## src/rtl/pic_pkg.sv

```systemverilog
`default_nettype none

package pic_pkg;

   localparam int REQ_DATA_W = 16;
   localparam int REQ_USER_W = 4;
   localparam int RSP_DATA_W = 24;

   localparam logic [2:0] KIND_WRITE = 3'd0;
   localparam logic [2:0] KIND_READ  = 3'd1;
   localparam logic [2:0] KIND_RAISE = 3'd2;
   localparam logic [2:0] KIND_LOWER = 3'd3;
   localparam logic [2:0] KIND_ACK   = 3'd4;

   localparam logic PORT_CMD  = 1'b0;
   localparam logic PORT_DATA = 1'b1;

   localparam logic [1:0] STEP_NONE = 2'd0;
   localparam logic [1:0] STEP_ICW2 = 2'd1;
   localparam logic [1:0] STEP_ICW3 = 2'd2;
   localparam logic [1:0] STEP_ICW4 = 2'd3;

   localparam logic [7:0] CMD_ICW1_BIT   = 8'h10;
   localparam logic [7:0] CMD_SEL_MASK   = 8'h18;
   localparam logic [7:0] CMD_OCW3_VAL   = 8'h08;
   localparam logic [7:0] OCW2_CODE_MASK = 8'he0;
   localparam logic [7:0] OCW2_NS_EOI    = 8'h20;
   localparam logic [7:0] MASK_RESET     = 8'hff;
   localparam logic [7:0] BASE_RESET     = 8'h08;

   typedef struct packed {
      logic       found;
      logic [2:0] index;
   } lowest_type;

   function automatic lowest_type lowest_bit(input logic [7:0] v);
      lowest_type r;
      r = '{found: 1'b0, index: 3'd0};
      for (int i = 7; i >= 0; i--) begin
         if (v[i]) begin
            r.found = 1'b1;
            r.index = 3'(i);
         end
      end
      return r;
   endfunction

endpackage

`default_nettype wire

```

## src/rtl/programmable_interrupt_controller_core.sv

```systemverilog
// A result beat appears in the cycle after its request beat is accepted. All
// updates and the priority encode sit between the controller registers and a
// single result register; one request beat per cycle unless the result stalls.
// Reset (synchronous, active high): IRR and ISR clear, mask all set, vector
// base 0x08, no initialization in progress, status reads disabled.
`default_nettype none

module programmable_interrupt_controller_core (
   input  wire logic                              clock,
   input  wire logic                              reset,
   input  wire logic                              req_tvalid,
   output logic                                   req_tready,
   // data [7:0], irq_line [10:8], zero [15:11]
   input  wire logic [pic_pkg::REQ_DATA_W-1:0]    req_tdata,
   // kind [2:0], port [3]
   input  wire logic [pic_pkg::REQ_USER_W-1:0]    req_tuser,
   output logic                                   rsp_tvalid,
   input  wire logic                              rsp_tready,
   // read_data [7:0], vector [16:8], irq_pending [17], zero [23:18]
   output logic [pic_pkg::RSP_DATA_W-1:0]         rsp_tdata,
   // vector_valid [0]
   output logic                                   rsp_tuser
);

   logic [7:0] irr_ff, irr_in;
   logic [7:0] isr_ff, isr_in;
   logic [7:0] imr_ff, imr_in;
   logic [7:0] base_ff, base_in;
   logic       init_active_ff, init_active_in;
   logic [1:0] init_step_ff, init_step_in;
   logic [1:0] init_mode_ff, init_mode_in;
   logic [1:0] read_ctl_ff, read_ctl_in;

   logic                          rsp_valid_ff;
   logic [pic_pkg::RSP_DATA_W-1:0] rsp_data_ff, rsp_data_in;
   logic                          rsp_vv_ff, rsp_vv_in;

   logic       accept;
   logic [2:0] kind;
   logic       port;
   logic [7:0] data;
   logic [2:0] line;

   assign kind = req_tuser[2:0];
   assign port = req_tuser[3];
   assign data = req_tdata[7:0];
   assign line = req_tdata[10:8];

   assign req_tready = !rsp_valid_ff || rsp_tready;
   assign accept     = req_tvalid && req_tready;

   always_comb begin
      pic_pkg::lowest_type eoi_hit;
      pic_pkg::lowest_type ack_hit;
      logic [7:0] rd;
      logic [8:0] vec;
      logic       vv;
      logic       pending;

      irr_in         = irr_ff;
      isr_in         = isr_ff;
      imr_in         = imr_ff;
      base_in        = base_ff;
      init_active_in = init_active_ff;
      init_step_in   = init_step_ff;
      init_mode_in   = init_mode_ff;
      read_ctl_in    = read_ctl_ff;
      rd             = 8'd0;
      vec            = 9'd0;
      vv             = 1'b0;
      eoi_hit        = pic_pkg::lowest_bit(isr_ff);
      ack_hit        = pic_pkg::lowest_bit(irr_ff & ~imr_ff);

      unique case (kind)
         pic_pkg::KIND_WRITE: begin
            if (port == pic_pkg::PORT_CMD) begin
               if ((data & pic_pkg::CMD_ICW1_BIT) != 8'd0) begin
                  init_active_in = 1'b1;
                  init_step_in   = pic_pkg::STEP_ICW2;
                  init_mode_in   = data[1:0];
                  imr_in         = 8'd0;
                  isr_in         = 8'd0;
                  irr_in         = 8'd0;
               end else if ((data & pic_pkg::CMD_SEL_MASK) == 8'd0) begin
                  if ((data & pic_pkg::OCW2_CODE_MASK) == pic_pkg::OCW2_NS_EOI
                      && eoi_hit.found) begin
                     isr_in[eoi_hit.index] = 1'b0;
                  end
               end else if ((data & pic_pkg::CMD_SEL_MASK) == pic_pkg::CMD_OCW3_VAL) begin
                  read_ctl_in = data[1:0];
               end
            end else if (!init_active_ff) begin
               imr_in = data;
            end else begin
               unique case (init_step_ff)
                  pic_pkg::STEP_ICW2: begin
                     base_in = data;
                     if (!init_mode_ff[1]) begin
                        init_step_in = pic_pkg::STEP_ICW3;
                     end else if (init_mode_ff[0]) begin
                        init_step_in = pic_pkg::STEP_ICW4;
                     end else begin
                        init_active_in = 1'b0;
                        init_step_in   = pic_pkg::STEP_NONE;
                     end
                  end
                  pic_pkg::STEP_ICW3: begin
                     if (init_mode_ff[0]) begin
                        init_step_in = pic_pkg::STEP_ICW4;
                     end else begin
                        init_active_in = 1'b0;
                        init_step_in   = pic_pkg::STEP_NONE;
                     end
                  end
                  pic_pkg::STEP_ICW4: begin
                     init_active_in = 1'b0;
                     init_step_in   = pic_pkg::STEP_NONE;
                  end
                  default: begin
                  end
               endcase
            end
         end
         pic_pkg::KIND_READ: begin
            if (port == pic_pkg::PORT_CMD) begin
               if (read_ctl_ff[1]) begin
                  rd = read_ctl_ff[0] ? isr_ff : irr_ff;
               end
            end else begin
               rd = imr_ff;
            end
         end
         pic_pkg::KIND_RAISE: begin
            irr_in[line] = 1'b1;
         end
         pic_pkg::KIND_LOWER: begin
            irr_in[line] = 1'b0;
         end
         pic_pkg::KIND_ACK: begin
            if (ack_hit.found) begin
               irr_in[ack_hit.index] = 1'b0;
               isr_in[ack_hit.index] = 1'b1;
               vv  = 1'b1;
               vec = {1'b0, base_ff} + {6'd0, ack_hit.index};
            end
         end
         default: begin
         end
      endcase

      pending     = (irr_in & ~imr_in) != 8'd0;
      rsp_data_in = {6'd0, pending, vec, rd};
      rsp_vv_in   = vv;
   end

   always_ff @(posedge clock) begin
      if (reset) begin
         irr_ff         <= 8'd0;
         isr_ff         <= 8'd0;
         imr_ff         <= pic_pkg::MASK_RESET;
         base_ff        <= pic_pkg::BASE_RESET;
         init_active_ff <= 1'b0;
         init_step_ff   <= pic_pkg::STEP_NONE;
         init_mode_ff   <= 2'd0;
         read_ctl_ff    <= 2'd0;
         rsp_valid_ff   <= 1'b0;
      end else begin
         if (accept) begin
            irr_ff         <= irr_in;
            isr_ff         <= isr_in;
            imr_ff         <= imr_in;
            base_ff        <= base_in;
            init_active_ff <= init_active_in;
            init_step_ff   <= init_step_in;
            init_mode_ff   <= init_mode_in;
            read_ctl_ff    <= read_ctl_in;
            rsp_valid_ff   <= 1'b1;
         end else if (rsp_tready) begin
            rsp_valid_ff <= 1'b0;
         end
      end
   end

   always_ff @(posedge clock) begin
      if (accept) begin
         rsp_data_ff <= rsp_data_in;
         rsp_vv_ff   <= rsp_vv_in;
      end
   end

   assign rsp_tvalid = rsp_valid_ff;
   assign rsp_tdata  = rsp_data_ff;
   assign rsp_tuser  = rsp_vv_ff;

endmodule

`default_nettype wire

```

## config.mk

```make
export PLATFORM = sky130hd
export DESIGN_NAME = programmable_interrupt_controller_core
export DESIGN_NICKNAME = d
export VERILOG_FILES = /design/src/rtl/pic_pkg.sv /design/src/rtl/programmable_interrupt_controller_core.sv
export SDC_FILE = /design/constraint.sdc
export NUM_CORES = 1
export LEC_CHECK = 0
export ABC_AREA = 1
export BUFFER_PORTS_ARGS = -buffer_cell sky130_fd_sc_hd__buf_4
export CAP_MARGIN = 10
export CORE_ASPECT_RATIO = 0.6
export CORE_UTILIZATION = 36
export CTS_BUF_LIST = sky130_fd_sc_hd__clkbuf_8
export DETAILED_ROUTE_END_ITERATION = 8
export SLEW_MARGIN = 25
export SYNTH_ARGS = -nofsm -noshare
export SYNTH_HDL_FRONTEND = slang
export SYNTH_SLANG_ARGS = --single-unit
```

## constraint.sdc

```tcl
create_clock -name clock -period 7.26 [get_ports clock]
set_clock_uncertainty 0.15 [all_clocks]
set_input_delay 1.452 -clock clock [delete_from_list [all_inputs] [get_ports clock]]
set_output_delay 1.452 -clock clock [all_outputs]
set_load 0.01 [all_outputs]
```

After elaboration in Yosys (flattened, before gate mapping)
Index checks and enable logic that the tools add are counted.
Word-level totals
  output and inout port bits: 27
  register bits after elaboration: 59
  word-level logic and storage cells: 124
  input bits: 24
Operators by class
  reductions and logical operators: 20
  bitwise gates (word level): 15
  $lt $le $gt $ge: 6
  equality and inequality tests: 15
  mux-type cells: 54
  add/sub/neg operators: 1
Operator list (number)
  $mux W8: 15
  $mux W4: 16
  $and A8 B8 Y8: 5
  $not A8 Y8: 5
  $pmux W8 S4: 1
  $or A8 B8 Y8: 2
  $pmux W8 S2: 1
  $lt A3 B4 Y1 const B: 3
  $reduce_and A6 Y1: 2
  $mux W1: 11
  $mux W2: 5
  $reduce_and A5 Y1: 2
  $add A8 B3 Y9: 1
  $demux W1 S3: 3
  $ge A3 B1 Y1 const B: 3
  $logic_not A8 Y1: 1
  $reduce_bool A8 Y1: 1
  $eq A3 B1 Y1 const B: 2
  $eq A3 B2 Y1 const B: 2
  $ne A3 B3 Y1 const B: 2
  $pmux W2 S3: 1
  $reduce_bool A2 Y1: 3
  $logic_and A1 B1 Y1: 5
  $eq A2 B1 Y1 const B: 2
  other kinds (13): 17

Longest topological paths before layout
  word-level depth: 20
  depth in mapped cells: 18
  gate-level depth less buffers: 18

Worst setup path before layout
OpenSTA, ideal clock, no wires.
  path type: input to register
  from: in rsp_tready
  to: reg rsp_data_ff, in the netlist rsp_tdata[0] (enable)
  setup time: 390 ps
  stages on the path: 5
  arrival: 2702 ps
  setup slack: 4018 ps
  data required time: 6720 ps
  path buffers: 1
  cells stage by stage: inv_1 > nand2_1 > nand2_1 > clkinv_1 > clkbuf_1
On the way
  cells in the longest elaborated chain, start to end: 2
Ends and longest elaborated chain
  from (decl): RTL line programmable_interrupt_controller_core.sv:18  | input wire logic rsp_tready,
  $logic_or A1 B1 Y1: RTL line programmable_interrupt_controller_core.sv:49  | assign req_tready = !rsp_valid_ff || rsp_tready;
  net req_tready: RTL line programmable_interrupt_controller_core.sv:12  | output logic req_tready,
  $logic_and A1 B1 Y1: RTL line programmable_interrupt_controller_core.sv:50  | assign accept = req_tvalid && req_tready;
  net accept: RTL line programmable_interrupt_controller_core.sv:38  | logic accept;
  to (signal assigned): RTL line programmable_interrupt_controller_core.sv:186  | rsp_data_ff <= rsp_data_in;
  to (decl): RTL line programmable_interrupt_controller_core.sv:35  | logic [pic_pkg::RSP_DATA_W-1:0] rsp_data_ff, rsp_data_in;
The timed path passes the listed nets, and every way through them passes these cells.
A chain may end at the register's enable or synchronous reset.

Worst setup path in the final report
  from: in rsp_tready
  to: reg isr_ff[0]
On the way
  cells in the longest elaborated chain, start to end: 3
Ends and longest elaborated chain
  $logic_or A1 B1 Y1: RTL line programmable_interrupt_controller_core.sv:49
  $logic_and A1 B1 Y1: RTL line programmable_interrupt_controller_core.sv:50
  $reduce_and A6 Y1 (no source line)
  to (signal assigned): RTL line programmable_interrupt_controller_core.sv:170  | isr_ff <= isr_in;
  to (decl): RTL line programmable_interrupt_controller_core.sv:26  | logic [7:0] isr_ff, isr_in;
No other way between the ends.

==> metrics <==
detail-routed via count per cell 5.117; dominant delay contributor by cell family on the critical path buffers and inverters; commonest non-fill, non-tap cell in the layout nand2_1; clock tree from TritonCTS built; number of non-filler instances in the completed layout 715; antenna cell count 0; library cell appearing most often on the critical path nand2_1; Final HPWL DP roughly 8400 um; clock-pin slew of the registers on the worst-case setup and hold paths 0.07 ns; H-tree levels 3; I/O pins approximately 50; DRC marker count from the first detailed-route iteration 359; static power due to leakage 0.001892 uW; Worst EP arrival 3.67 ns; Max Transition Viols Final 0; total power divided by cell area 193.7 mW/mm2; slew at the pin with the worst max-slew slack 0.8591 ns; cells resized by post-CTS repair 0; number of buffers and inverters on the critical path 4; Total GRT Usage a little over a fifth; placer's final routability congestion estimate 0.8994; pin count of the biggest net entering global routing 29; CTS Buf Count 9; synth warn 0; result of the run finished clean; number of flops mapped to enable cells by yosys 19; Detailed Route WL 10,730 um; highest fanout seen on the critical path 19; share of the synthesized area in the top cell type 21.59%; setup total negative slack 0 ns; overall power of the completed layout 836.4 uW; Worst IR Drop VDD between 0.09 and 0.1 mV; slowest stage cell on the critical path clkinv_1; Root Buffer Master clkbuf_8; number of cells produced by synthesis about 540; setup violation total in the final timing report 0; via count of the first global-routing pass 3,205; Post-synth ARST share 0%; critical setup path kind input pin to flop; via count 3,659; Synth Flop Type dfxtp_1; netlist area before placement about 0.0037 mm2; ranking of synthesized cells by area dfxtp_1, edfxtp_1, nand2_1, a21oi_1, inv_1; final worst path period share just under 50%; drt first pass iters 5; Avg WL per Cell 15.01 um; Core Area 0.009950 mm2; starting utilization of the core area 37.29%; crit path cell chain buf_4, inv_1, nand2_1, nand2_1, clkinv_1, buf_4, o31ai_1, a21oi_4, nand2_1, nand2_1, nor2_1; total grt overflow 0; data required time of the critical path 7.40 ns; Post-DRT Antenna Nets 0; endpoint class of the critical path flop; antenna violations before repair 0; buffers inserted during post-CTS setup optimization 0; IO buf count 39; worst max-slew margin expressed relative to the limit about 42%; global-route wire length before repair 17,200 um; Max Clock Freq 0.2838 GHz; RSZ-0062 raised after global routing no; DRC violations left 0; class of the most critical hold timing path flop to flop; number of storage elements in the synthesis netlist between 50 and 60; final core occ 43.40%; overall die area around 0.011 mm2; proportion of layout cells with a drive suffix above 1 16.90%; layout overhead on the synthesized area 16.39%; Chip Width between 100 and 150 um; sink count of the clock tree roughly 60; height of the die 80.63 um; post-synthesis cell type with the largest combined area dfxtp_1; placement row count 28; deepest clock path buffer count 2; # Max-Cap Violations 0; total of hold buffers inserted after clock tree synthesis 0; Inst Count DP 699; average instance area after synthesis 6.908 um2; CP Launch Type input pin; total count of hold-check failures in the final report 0; commonest cells after routing, fill and taps aside nand2_1, inv_1, a21oi_1; Cell variety after synth 41; delay contributed by the slowest stage of the critical path a little under 0.6 ns; later-pin clock latency in the skew report 0.35 ns; part of the Yosys area used for sequential elements 36.96%; number of nets in the layout 606; shortest clock period the worst path allows after layout ~3.5 ns
==> worst reg2reg max path: cells and delay by family, from the launching register on <==
kind | cells | cell delay [ns]
simple gates | 9 | 0.78
fa+ha+maj | 2 | 0.60
flops | 1 | 0.50
compound gates | 3 | 0.46
buf+inv | 3 | 0.28
==> registers in the layout (all words and copies together), names as in the netlist <==
register / count
base_ff: 8
imr_ff: 8
init_active_ff: 1
init_mode_ff: 2
init_step_ff: 2
irr_ff: 8
isr_ff: 8
read_ctl_ff: 2
rsp_tdata: 18
rsp_tuser: 1
rsp_tvalid: 1
==> cell families after synthesis <==
group	synth area share, %
AO/OA/AOI/OAI	20.07
adder cells (fa/ha/maj)	2.563
buffers and inverters	10.69
flip-flops	36.96
other	0.1011
AND/OR/NAND/NOR	29.61
==> area by class of cell <==
type	instances	area (um2)
Clock buffer	9	123.9
Clock inverter	7	92.59
Fill cell	1050	5632
Inverter	80	300.3
Multi-Input combinational cell	385	1961
Sequential cell	59	1371
Tap cell	135	168.9
Timing Repair Buffer	40	300.3
==> metal layers <==
metal  global-route usage, %  part of all wire [%]  vias up
li1                        -                     -     1826
met1                   32.31                    51     1683
met2                   29.63                    38      134
met3                   5.114                   9.2       16
met4                   6.782                   1.4        0
met5                       0                     0        -
==> per-stage QoR <==
stage	worst slack [ns]	cell area, um2	hold slack [ns]
5_1_grt	3.468	4318	0.3376
6_report	3.737	4318	0.3048
3_3_place_gp	3.373	4101	0.2915
2_1_floorplan	4.018	3729	0.2780
3_5_place_dp	3.361	4101	0.2995
4_1_cts	3.732	4318	0.3077
==> path summary, 6_finish.rpt <==
kind / depth (start not counted) / slack, ns / end / startpoint
max: 11 / 3.74 / isr_ff[0] / rsp_tready
min: 2 / 0.30 / base_ff[0] / base_ff[0]
max reg2reg: 17 / 4.23 / rsp_tdata[14] / irr_ff[7]
min reg2reg: 2 / 0.30 / base_ff[0] / base_ff[0]
==> cells in the mapped netlist, types with 3 or more instances <==
master	count
a21oi_1	56
a22oi_1	4
buf_4	7
clkbuf_1	9
dfxtp_1	40
edfxtp_1	19
ha_1	6
inv_1	66
inv_2	12
nand2_1	126
nand2_2	10
nand2_4	4
nand3_1	27
nand4_1	3
nor2_1	50
nor2_2	4
nor2_4	5
nor3_1	9
o211ai_1	9
o21ai_0	39
o21ai_1	3
o21ai_2	3
o22ai_1	4
==> where the power goes <==
part / internal [uW] / switching [uW]
Sequential: 356 / 16.4
Clock: 192 / 137
Combinational: 45.4 / 90.1
No activity file was read; power rests on OpenSTA's default activity.
